**src/rtl/bir_pkg.sv**
```systemverilog
// Shared types and constants of the bilinear image resize core.
// Used by the controller, the datapath and the top level; depends on nothing.
package bir_pkg;

  localparam int SIZE_W = 9;
  localparam int STEP_W = 24;
  localparam int CH_W = 8;
  localparam int PIX_W = 32;
  localparam int REG_IDX_W = 3;

  localparam logic [REG_IDX_W-1:0] REG_IN_WIDTH = 3'd0;
  localparam logic [REG_IDX_W-1:0] REG_IN_HEIGHT = 3'd1;
  localparam logic [REG_IDX_W-1:0] REG_OUT_WIDTH = 3'd2;
  localparam logic [REG_IDX_W-1:0] REG_OUT_HEIGHT = 3'd3;
  localparam logic [REG_IDX_W-1:0] REG_X_STEP = 3'd4;
  localparam logic [REG_IDX_W-1:0] REG_Y_STEP = 3'd5;

  typedef struct packed {
    logic       store_en;
    logic       pos_en;
    logic       idx_en;
    logic       base_en;
    logic       rd_en;
    logic [1:0] rd_sel;
    logic       cap_en;
    logic [1:0] cap_sel;
    logic       row_en;
    logic       out_load;
  } cmd_t;

  typedef struct packed {
    logic out_busy;
  } stat_t;

endpackage

```
**src/rtl/bir_ctrl.sv**
```systemverilog
// Sequencer of the bilinear image resize core: accepts transactions and steps
// the datapath through position, index, row base, four reads and two blend passes. Uses bir_pkg.
module bir_ctrl import bir_pkg::*; (
  input  logic  clk,
  input  logic  rst_n,
  input  logic  in_valid,
  input  logic  in_operation,
  output logic  in_stall,
  input  stat_t stat,
  output cmd_t  cmd
);

  localparam logic [3:0] S_IDLE = 4'd0;
  localparam logic [3:0] S_POS  = 4'd1;
  localparam logic [3:0] S_IDX  = 4'd2;
  localparam logic [3:0] S_BASE = 4'd3;
  localparam logic [3:0] S_RD0  = 4'd4;
  localparam logic [3:0] S_RD1  = 4'd5;
  localparam logic [3:0] S_RD2  = 4'd6;
  localparam logic [3:0] S_RD3  = 4'd7;
  localparam logic [3:0] S_WAIT = 4'd8;
  localparam logic [3:0] S_ROW  = 4'd9;
  localparam logic [3:0] S_COL  = 4'd10;

  logic [3:0] state_r, state_nxt;

  assign in_stall = (state_r != S_IDLE);

  always_comb begin
    state_nxt = state_r;
    cmd = '0;
    unique case (state_r)
      S_IDLE: begin
        if (in_valid) begin
          if (in_operation) begin
            state_nxt = S_POS;
          end else begin
            cmd.store_en = 1'b1;
          end
        end
      end
      S_POS: begin
        cmd.pos_en = 1'b1;
        state_nxt = S_IDX;
      end
      S_IDX: begin
        cmd.idx_en = 1'b1;
        state_nxt = S_BASE;
      end
      S_BASE: begin
        cmd.base_en = 1'b1;
        state_nxt = S_RD0;
      end
      S_RD0: begin
        cmd.rd_en = 1'b1;
        cmd.rd_sel = 2'd0;
        state_nxt = S_RD1;
      end
      S_RD1: begin
        cmd.rd_en = 1'b1;
        cmd.rd_sel = 2'd1;
        cmd.cap_en = 1'b1;
        cmd.cap_sel = 2'd0;
        state_nxt = S_RD2;
      end
      S_RD2: begin
        cmd.rd_en = 1'b1;
        cmd.rd_sel = 2'd2;
        cmd.cap_en = 1'b1;
        cmd.cap_sel = 2'd1;
        state_nxt = S_RD3;
      end
      S_RD3: begin
        cmd.rd_en = 1'b1;
        cmd.rd_sel = 2'd3;
        cmd.cap_en = 1'b1;
        cmd.cap_sel = 2'd2;
        state_nxt = S_WAIT;
      end
      S_WAIT: begin
        cmd.cap_en = 1'b1;
        cmd.cap_sel = 2'd3;
        state_nxt = S_ROW;
      end
      S_ROW: begin
        cmd.row_en = 1'b1;
        state_nxt = S_COL;
      end
      S_COL: begin
        if (!stat.out_busy) begin
          cmd.out_load = 1'b1;
          state_nxt = S_IDLE;
        end
      end
      default: begin
        state_nxt = S_IDLE;
      end
    endcase
  end

  always_ff @(posedge clk) begin
    if (!rst_n) begin
      state_r <= S_IDLE;
    end else begin
      state_r <= state_nxt;
    end
  end

endmodule

```
**config.mk**
```make
export PLATFORM = sky130hd
export DESIGN_NAME = bir_ctrl
export DESIGN_NICKNAME = d
export VERILOG_FILES = /design/src/rtl/bir_pkg.sv /design/src/rtl/bir_ctrl.sv
export SDC_FILE = /design/constraint.sdc
export NUM_CORES = 1
export LEC_CHECK = 0
export BUFFER_PORTS_ARGS = -buffer_cell sky130_fd_sc_hd__buf_2
export CAP_MARGIN = 20
export CORE_AREA = 2 2 39 41
export CTS_CLUSTER_DIAMETER = 100
export DETAILED_ROUTE_END_ITERATION = 10
export DIE_AREA = 0 0 41 43
export GPL_TIMING_DRIVEN = 0
export SYNTH_ARGS = -nofsm -noshare
export SYNTH_HDL_FRONTEND = slang
export SYNTH_SLANG_ARGS = --single-unit
```
**constraint.sdc**
```tcl
create_clock -name clk -period 1.55 [get_ports clk]
set_input_delay 0.155 -clock clk [delete_from_list [all_inputs] [get_ports clk]]
set_output_delay 0.155 -clock clk [all_outputs]
set_load 0.05 [all_outputs]
```
Word level (Yosys, flattened, before mapping). Cells that the tools add are included.

Bits of input ports: 5. Word-level logic and storage cells: 32. Output and inout bits: 13. Register bits after elaboration: 4.

Eq/ne operators: 13. Reductions and logical operators: 3. Multiplexer cells: 15.

Operators by type and width (count): $pmux 4 s11 (1); $pmux 3 s4 (2); $eq 4x3->1 const B (4); $eq 4x4->1 const B (3); $mux 4 (3); $mux 1 (9); $eq 4x2->1 const B (2); $ne 2x2->1 const B (3); $eq 4x1->1 const B (1); $logic_not 4->1 (1); $reduce_bool 4->1 (1); $reduce_and 3->1 (1).

Logic depth before layout (Yosys ltp). Gate-level depths: netlist of the first run.

Word-level depth: 3. Depth in mapped cells: 5. Gate-level depth less buffers: 3.

Least setup slack after synthesis of the first run. OpenSTA, ideal clock, no wires.

Path type: register to output. From: register state_r[2]. To: output cmd[2] in the netlist's numbering. Cell stages (with the launch flop): 5. Path buffers: 1. Path slack: -0.673 ns. Data required time: 1.395 ns. Arrival time: 2.068 ns. Path through: dfxtp_1 -> buf_6 -> nor2b_1 -> a21oi_1 -> nor2_1.

RTL lines: start, declared (line bir_ctrl.sv:25) `logic [3:0] state_r, state_nxt;`; start signal, assigned (line bir_ctrl.sv:105) `state_r <= state_nxt;`; end, declared (line bir_ctrl.sv:10) `output cmd_t cmd`.

==> reports/results.tsv, run 1 <==
metric	value	unit
sw frac	0.357	
violated checks	setup timing	
register area share after synthesis	0.242	
Synth Warn #	0	
Critical R2R Launch	state_r[2]	
fin. max-slew vios	0	
Post-layout nets	72	
iteration-0 DRC count of the detailed router	5	
critical path arrival	1.49	ns
Die H	43	µm
Post-Syn Area per Cell	7.34	µm²
worst hold path type	in2reg	
Via Count	357	
post-route cell area	522	µm²
Max stage delay on crit path	0.34	ns
placed cell area	467	µm²
Non-Filler Instances	81	
Area growth syn-to-layout	58.0	%
I/O pin count	18	
Tot Pwr	0.379	mW
RSZ-0062 raised after global routing	yes	
CP Class	reg2out	
largest registers	state_r x4	
total gr overflow	0	
vias in the first global route	321	
final hold vios	0	
router iterations before antenna repair	4	
Adder-Cell Fraction of Synth Area	0	
share of layout cells above drive strength 1	0.538	
Static Leakage	0.240	nW
Ant. Diodes	0	
clock group share of total power	0.326	
Layout Skew	0.00166	ns
Post-Route WL	811	µm
crit path from	state_r[2]	
Startpoint Class	flop	
Hold-fix buffers, CTS	0	
Worst Slack Setup Final	-0.0986	ns
Fill cells	156	
detailed placer's ending HPWL	601	µm
Post-synth EDFFs	0	
area leader, netlist	dfxtp_1	
Initial Util	0.239	
die area	1760	µm²
CTS tree	built	
Util after Layout	0.377	
global-route wire length before repair	1.19	mm
post-layout min period	1.65	ns
FMAX	607	MHz
top_reg_cell synth	dfxtp_1	
CP Capture Type	primary output	
root buffer cell	clkbuf_4	
Core ar.	1380	µm²
Worst Path Max Fanout	2	
Detail Route Antenna Nets	0	
GPL Wtd Cong	0.667	
Syn Inst Count	45	
PortBufs	17	
Slew @ Worst Pin	0.327	ns
max reg flops	4	
slowest stage cell, crit path	or3_4	
dpl ws	-0.145	ns
fin crit share	1.06	
Syn Nets	50	
Unique masters post-synth	23	
DP Cell Count	78	
largest cells by area after synthesis	dfxtp_1 (24%), buf_6 (6.8%), o21ai_0 (6.1%)	
maximum VDD drop	0.293	mV
Std-Cell Rows	14	
largest family of logic cells by synthesized area	simple AND/OR/NAND/NOR gates	
Die Wd	41	µm
clk_lat worst skew	0.23	ns
Seq cells post-synth	4	
Yosys top cell area share	0.242	
Final Setup Violations	1	
H-tree lvl count	1	
post-synthesis mux area share	0	
Top reg by flops	state_r	
part of the power in registers	0.295	
critical-path cell list	or2_4 -> or3_4 -> nor3b_4 -> buf_6	
Synth Area in Compound Gates	0.201	
antenna violations before repair	0	
HP Start	rst_n	
Vias/cell	4.41	
CTS Buf Count	3	
CTS clk-pin slew, worst paths	0.04	ns
Logic pwr share	0.379	
Int Power	0.244	mW
Netlist Area Pre-Place	330	µm²
Max transition margin	0.777	
clock sinks	4	
max cap viols	0	
P per Cell Area	727	nW/µm²
Wirelength per Cell	10.0	µm
Clock Tree Buf Depth	2	
Post-Synth XOR/XNOR Area	0.0265	
status	complete, but fails checks	
largest net degree at the start of global routing	11	
Post-route DRC	0	
total track usage	0.0943	
Critical Path RT	1.39	ns
Post-synth ARST share	0	
Psw	0.135	mW
Post-Synth Simple-Gate Area	0.402	
most frequent cells after synthesis	dfxtp_1 (4), nand2_1 (4), nor2_1 (4), o21ai_0 (4)	
[per-stage QoR]
| step | TNS, ns | hold slack, ns |
|---|---|---|
| after global placement | -0.137 | 0.445 |
| after floorplan | -0.472 | 0.303 |
| after CTS | -0.432 | 0.207 |
| final | -0.0986 | 0.206 |
| after detailed placement | -0.145 | 0.454 |
| after global routing | -0.145 | 0.218 |
[cells by family after synthesis]
family          count (synthesis)
flops                           4
xor+xnor                        1
simple gates                   23
compound gates                 10
buf+inv                         7
[metal layers]
layer,GRT usage,share of wire,vias up
li1,-,-,195
met2,0.166,0.48,13
met5,0,0,-
met4,0.0400,0,0
met1,0.103,0.45,149
met3,0.0157,0.067,0
[final cells by class]
class                      instances  area (µm²)  share of cell area
tap                               16        20.0              0.0384
multi-input combinational         34         241               0.463
sequential                         4        85.1               0.163
clock buffer                       3        22.5              0.0432
buffer                             3        17.5              0.0336
timing repair buffer              19         128               0.245
inverter                           2        7.51              0.0144
[cells in the final DEF, fill, tap and decap left out, drive strengths merged, types with 2 or more instances in the layout]
cell and count:
buf 18, clkbuf 7, nand2 4, nor2 4, o21ai 4, dfxtp 4
nand2b 3, nor3 3, inv 2, and2 2, a21oi 2, nor2b 2
nor3b 2
[critical path, delay by kind of cell (launching register included)]
family | cells | cell delay, ns
AND/OR/NAND/NOR | 3 | 0.75
flip-flops | 1 | 0.33
buffers and inverters | 1 | 0.18
[power by group through the flow]
stage / clock network [mW] / registers, mW / logic, mW
after floorplan: 0 / 0.114 / 0.110
after global placement: 0 / 0.114 / 0.137
after detailed placement: 0 / 0.114 / 0.139
after CTS: 0.132 / 0.112 / 0.149
after global routing: 0.134 / 0.113 / 0.154
final: 0.123 / 0.112 / 0.144
[timing repair]
action | 4_1_cts | 5_1_grt
pin swaps | 3 | 3
gates resized for setup | 12 | 5
buffers inserted | 2 | 0
endpoints found under the setup margin | 9 | 9
[path summary, 6_finish.rpt]
kind / to / slack, ns / cells after the start
setup reg to reg: state_r[0] / 0.34 / 3
setup / recovery: cmd[11] / -0.1 / 4
hold / removal: state_r[3] / 0.21 / 3
hold reg to reg: state_r[2] / 0.64 / 3
Note: power is estimated with default switching activity, not from simulation.
==> run 2: changes to the inputs <==
SKIP_CTS_REPAIR_TIMING = 1   (was unset)
==> run 2 against run 1 <==
Net effect: the flow still finishes with violations (setup timing); combinational power is 13% higher; design area is 8.6% higher; maximum frequency is 12% lower; power is 4.9% higher; final cell count is 3.7% higher; hold slack better by 0.0022 ns; global-route usage is 0.30 points lower; critical path type unchanged.
==> reports/results.tsv, run 2 (synthesis gave the netlist of run 1 again) <==
metric	value	unit	change
detailed placer's ending HPWL	601	µm	unchanged
GPL Wtd Cong	0.667		unchanged
Post-layout nets	75		+4.2%
P per Cell Area	702	nW/µm²	-3.4%
Detail Route Antenna Nets	0		unchanged
max cap viols	0		unchanged
Core ar.	1380	µm²	unchanged
Die H	43	µm	unchanged
setup tns final	-0.476	ns	-0.378 ns
CP Capture Type	primary output		
Static Leakage	0.261	nW	+8.6%
critical path arrival	1.71	ns	+0.22 ns
Initial Util	0.239		unchanged
largest net degree at the start of global routing	11		unchanged
flop2flop setup slack	0.35	ns	about the same
Die Wd	41	µm	unchanged
Layout Skew	0.00166	ns	unchanged
global-route wire length before repair	1.15	mm	-2.9%
Area growth syn-to-layout	71.6	%	
PortBufs	17		unchanged
post-layout min period	1.87	ns	+0.220 ns
Worst Slack Setup Final	-0.318	ns	-0.220 ns
vias in the first global route	322		+0.31%
Vias/cell	4.37		-0.87%
H-tree lvl count	1		unchanged
CTS Buf Count	3		unchanged
most frequent cells in the layout	buf_2 (10), buf_4 (8), buf_6 (6)		
Final Setup Violations	2		+1
Wirelength per Cell	9.70	µm	-3.1%
root buffer cell	clkbuf_4		
I/O pin count	18		unchanged
largest registers	state_r x4		
Slew @ Worst Pin	0.327	ns	+0.00000191 ns
CTS clk-pin slew, worst paths	0.04	ns	about the same
violated checks	setup timing		
placed cell area	467	µm²	unchanged
Max transition margin	0.777		about the same
iteration-0 DRC count of the detailed router	4		-1
antenna violations before repair	0		unchanged
max reg flops	4		unchanged
post-route cell area	567	µm²	+8.6%
Clock Tree Buf Depth	2		unchanged
Worst Path Max Fanout	6		+4
CP Class	reg2out		
total gr overflow	0		unchanged
fin crit share	1.21		+0.142
share of layout cells above drive strength 1	0.574		+0.0351
status	complete, but fails checks		
total track usage	0.0913		-0.00301
commonest non-fill, non-tap cell in the layout	buf_2		
fin. max-slew vios	0		unchanged
FMAX	535	MHz	-12%
die area	1760	µm²	unchanged
maximum VDD drop	0.301	mV	+2.8%
clk_lat worst skew	0.23	ns	about the same
Std-Cell Rows	14		unchanged
worst hold path type	in2reg		
Startpoint Class	flop		
RSZ-0062 raised after global routing	yes		
Via Count	367		+2.8%
final hold vios	0		unchanged
Post-Route WL	815	µm	+0.49%
Post-route DRC	0		unchanged
clock sinks	4		unchanged
dpl ws	-0.145	ns	unchanged
CTS tree	built		
Ant. Diodes	0		unchanged
Top reg by flops	state_r		
router iterations before antenna repair	4		unchanged
Critical Path RT	1.39	ns	about the same
-- run 2: changes by cell type in the layout (fill, tap and decap cells not counted), sizes merged --
cell | previous run | this run
buf | 18 | 24
clkbuf | 7 | 4
-- run 2: worst max-delay path: stages, from the launching register on --
cell and delay [ns]:
dfxtp_4 0.34, or2_1 0.23, buf_6 0.13, or3_4 0.39, nor3b_4 0.20, buf_6 0.18
-- run 2: per-stage QoR --
stage | power (mW) | util | hold WS (ns) | std cells
detailed placement | 0.253 | 0.337 | 0.454 | 78
global route | 0.420 | 0.410 | 0.218 | 84
floorplan | 0.224 | - | 0.303 | 45
global placement | 0.252 | 0.337 | 0.445 | 78
CTS | 0.383 | 0.354 | 0.207 | 81
finish | 0.398 | 0.410 | 0.208 | 84
-- run 2: layout make-up --
class                           instances  area (µm²)
Fill cell                             143         817
Buffer                                  4        28.8
Inverter                                2        7.51
Tap cell                               16        20.0
Multi-Input combinational cell         34         249
Timing Repair Buffer                   21         154
Clock buffer                            3        22.5
Sequential cell                         4        85.1
-- run 2: path summary, 6_finish.rpt --
kind,start,to,depth (start not counted)
max,state_r[2],cmd[11],5
min,rst_n,state_r[3],3
max reg2reg,state_r[2],state_r[0],3
min reg2reg,state_r[2],state_r[1],2
-- run 2: layer usage --
metal  global-route usage  vias up  part of all wire
met5                    0        -                 0
met2                0.156       13              0.47
met1                0.103      154              0.47
met4               0.0400        0                 0
li1                     -      200                 -
met3               0.0157        0             0.058
-- run 2: power breakdown --
| part | internal, mW | switching, mW |
|---|---|---|
| sequential | 0.108 | 0.00393 |
| combinational | 0.0627 | 0.0998 |
| clock | 0.0863 | 0.0372 |
| total | 0.257 | 0.141 |
==> run 3: changes to the inputs <==
CTS_BUF_LIST = sky130_fd_sc_hd__clkbuf_8   (was unset)
==> run 3 against run 2 <==
Net effect: the run still ends with setup timing left; final cell count did not move; power rose by 22%; setup slack improved by 0.020 ns; via count rose by 0.27%; sequential cell count did not move; clock-buffer cell count did not move; utilization rose by 1.3 points; critical endpoint unchanged.
==> reports/results.tsv, run 3 (synthesis gave the netlist of run 1 again) <==
metric	value	unit	change
status	complete, but fails checks		
violated checks	setup timing		
Max stage delay on crit path	0.39	ns	about the same
largest net degree at the start of global routing	11		unchanged
Core ar.	1380	µm²	unchanged
router iterations before antenna repair	4		unchanged
total gr overflow	0		unchanged
CTS Buf Count	3		unchanged
final hold vios	0		unchanged
Worst Slack Setup Final	-0.298	ns	+0.0201 ns
GPL Wtd Cong	0.667		unchanged
I/O pin count	18		unchanged
Clock Tree Buf Depth	2		unchanged
Final Setup Violations	2		unchanged
total track usage	0.0963		+0.00502
Static Leakage	0.268	nW	+2.7%
vias in the first global route	325		+0.93%
critical path arrival	1.69	ns	-0.02 ns
Initial Util	0.239		unchanged
Layout Skew	0.000579	ns	-0.00108 ns
Via Count	368		+0.27%
Post-Route WL	836	µm	+2.6%
CTS clk-pin slew, worst paths	0.03	ns	about the same
clock sinks	4		unchanged
iteration-0 DRC count of the detailed router	5		+1
clk_lat worst skew	0.21	ns	-0.02 ns
Post-route DRC	0		unchanged
maximum VDD drop	0.422	mV	+40%
H-tree lvl count	1		unchanged
global-route wire length before repair	1.19	mm	+3.0%
Critical Path RT	1.39	ns	about the same
RSZ-0062 raised after global routing	yes		
fin. max-slew vios	0		unchanged
most frequent cells in the layout	buf_2 (9), buf_6 (8), buf_4 (5)		
slowest stage cell, crit path	or3_4		
detailed placer's ending HPWL	601	µm	unchanged
max cap viols	0		unchanged
Buf/Inv on CP	2		unchanged
Max transition margin	0.776		-0.00102
die area	1760	µm²	unchanged
commonest non-fill, non-tap cell in the layout	buf_2		
CP Capture Type	primary output		
Slew @ Worst Pin	0.328	ns	+0.00149 ns
dpl ws	-0.145	ns	unchanged
CTS tree	built		
CP most frequent cell	buf_6		
Post-layout nets	75		unchanged
largest registers	state_r x4		
Top delay family on crit path	simple AND/OR/NAND/NOR gates		
setup tns final	-0.436	ns	+0.0402 ns
fin crit share	1.19		-0.0130
Ant. Diodes	0		unchanged
P per Cell Area	828	nW/µm²	+18%
Detail Route Antenna Nets	0		unchanged
PortBufs	17		unchanged
critical-path cell list	or2_1 -> buf_6 -> or3_4 -> nor3b_4 -> buf_6		
CP Class	reg2out		
Area growth syn-to-layout	76.9	%	
max reg flops	4		unchanged
Die Wd	41	µm	unchanged
Std-Cell Rows	14		unchanged
worst hold path type	in2reg		
Startpoint Class	flop		
share of layout cells above drive strength 1	0.544		-0.0294
root buffer cell	clkbuf_8		
Die H	43	µm	unchanged
Wirelength per Cell	9.95	µm	+2.6%
antenna violations before repair	0		unchanged
Worst Path Max Fanout	6		unchanged
FMAX	541	MHz	+1.1%
Vias/cell	4.38		+0.27%
post-layout min period	1.85	ns	-0.0201 ns
Top reg by flops	state_r		
run 3: cell types whose count changed in the layout (fill, tap and decap cells not counted), moves of 2 or more:
cell,delta
buf_6,+2
buf_4,-3
clkbuf_4,-2
clkbuf_8,+3
run 3: worst reg2reg max path: cells and delay by family, from the launching register on:
family | cells | cell delay (ns)
AO/OA/AOI/OAI | 1 | 0.37
flip-flops | 1 | 0.34
AND/OR/NAND/NOR | 1 | 0.23
buffers and inverters | 1 | 0.13
run 3: through the flow:
stage / util / hold slack, ns / power, mW / std cells / cell area, µm²
after global placement: 0.337 / 0.445 / 0.252 / 78 / 467
after floorplan: - / 0.303 / 0.224 / 45 / 362
after global routing: 0.422 / 0.237 / 0.511 / 84 / 584
after CTS: 0.367 / 0.226 / 0.477 / 81 / 508
final: 0.422 / 0.228 / 0.484 / 84 / 584
after detailed placement: 0.337 / 0.454 / 0.253 / 78 / 467
run 3: worst paths after layout:
kind,startpoint,end,slack (ns),depth (start not counted)
max,state_r[2],cmd[11],-0.30,5
min reg2reg,state_r[2],state_r[1],0.57,2
min,rst_n,state_r[2],0.23,3
max reg2reg,state_r[2],state_r[0],0.36,3
run 3: routing by layer:
metal / share of wire / GRT usage / up-vias
li1: - / - / 201
met1: 0.45 / 0.106 / 154
met2: 0.49 / 0.159 / 13
met3: 0.056 / 0.0157 / 0
met4: 0 / 0.0600 / 0
met5: 0 / 0 / -
run 3: area by class of cell:
class / count / area [µm²]
Tap cell: 16 / 20.0
Inverter: 2 / 7.51
Multi-Input combinational cell: 34 / 241
Sequential cell: 4 / 83.8
Fill cell: 140 / 800
Clock buffer: 3 / 41.3
Timing Repair Buffer: 21 / 158
Buffer: 4 / 32.5
run 3: power breakdown:
part / total, mW / switching (mW) / internal, mW
combinational: 0.159 / 0.0975 / 0.0617
clock: 0.212 / 0.0475 / 0.165
sequential: 0.112 / 0.00396 / 0.108
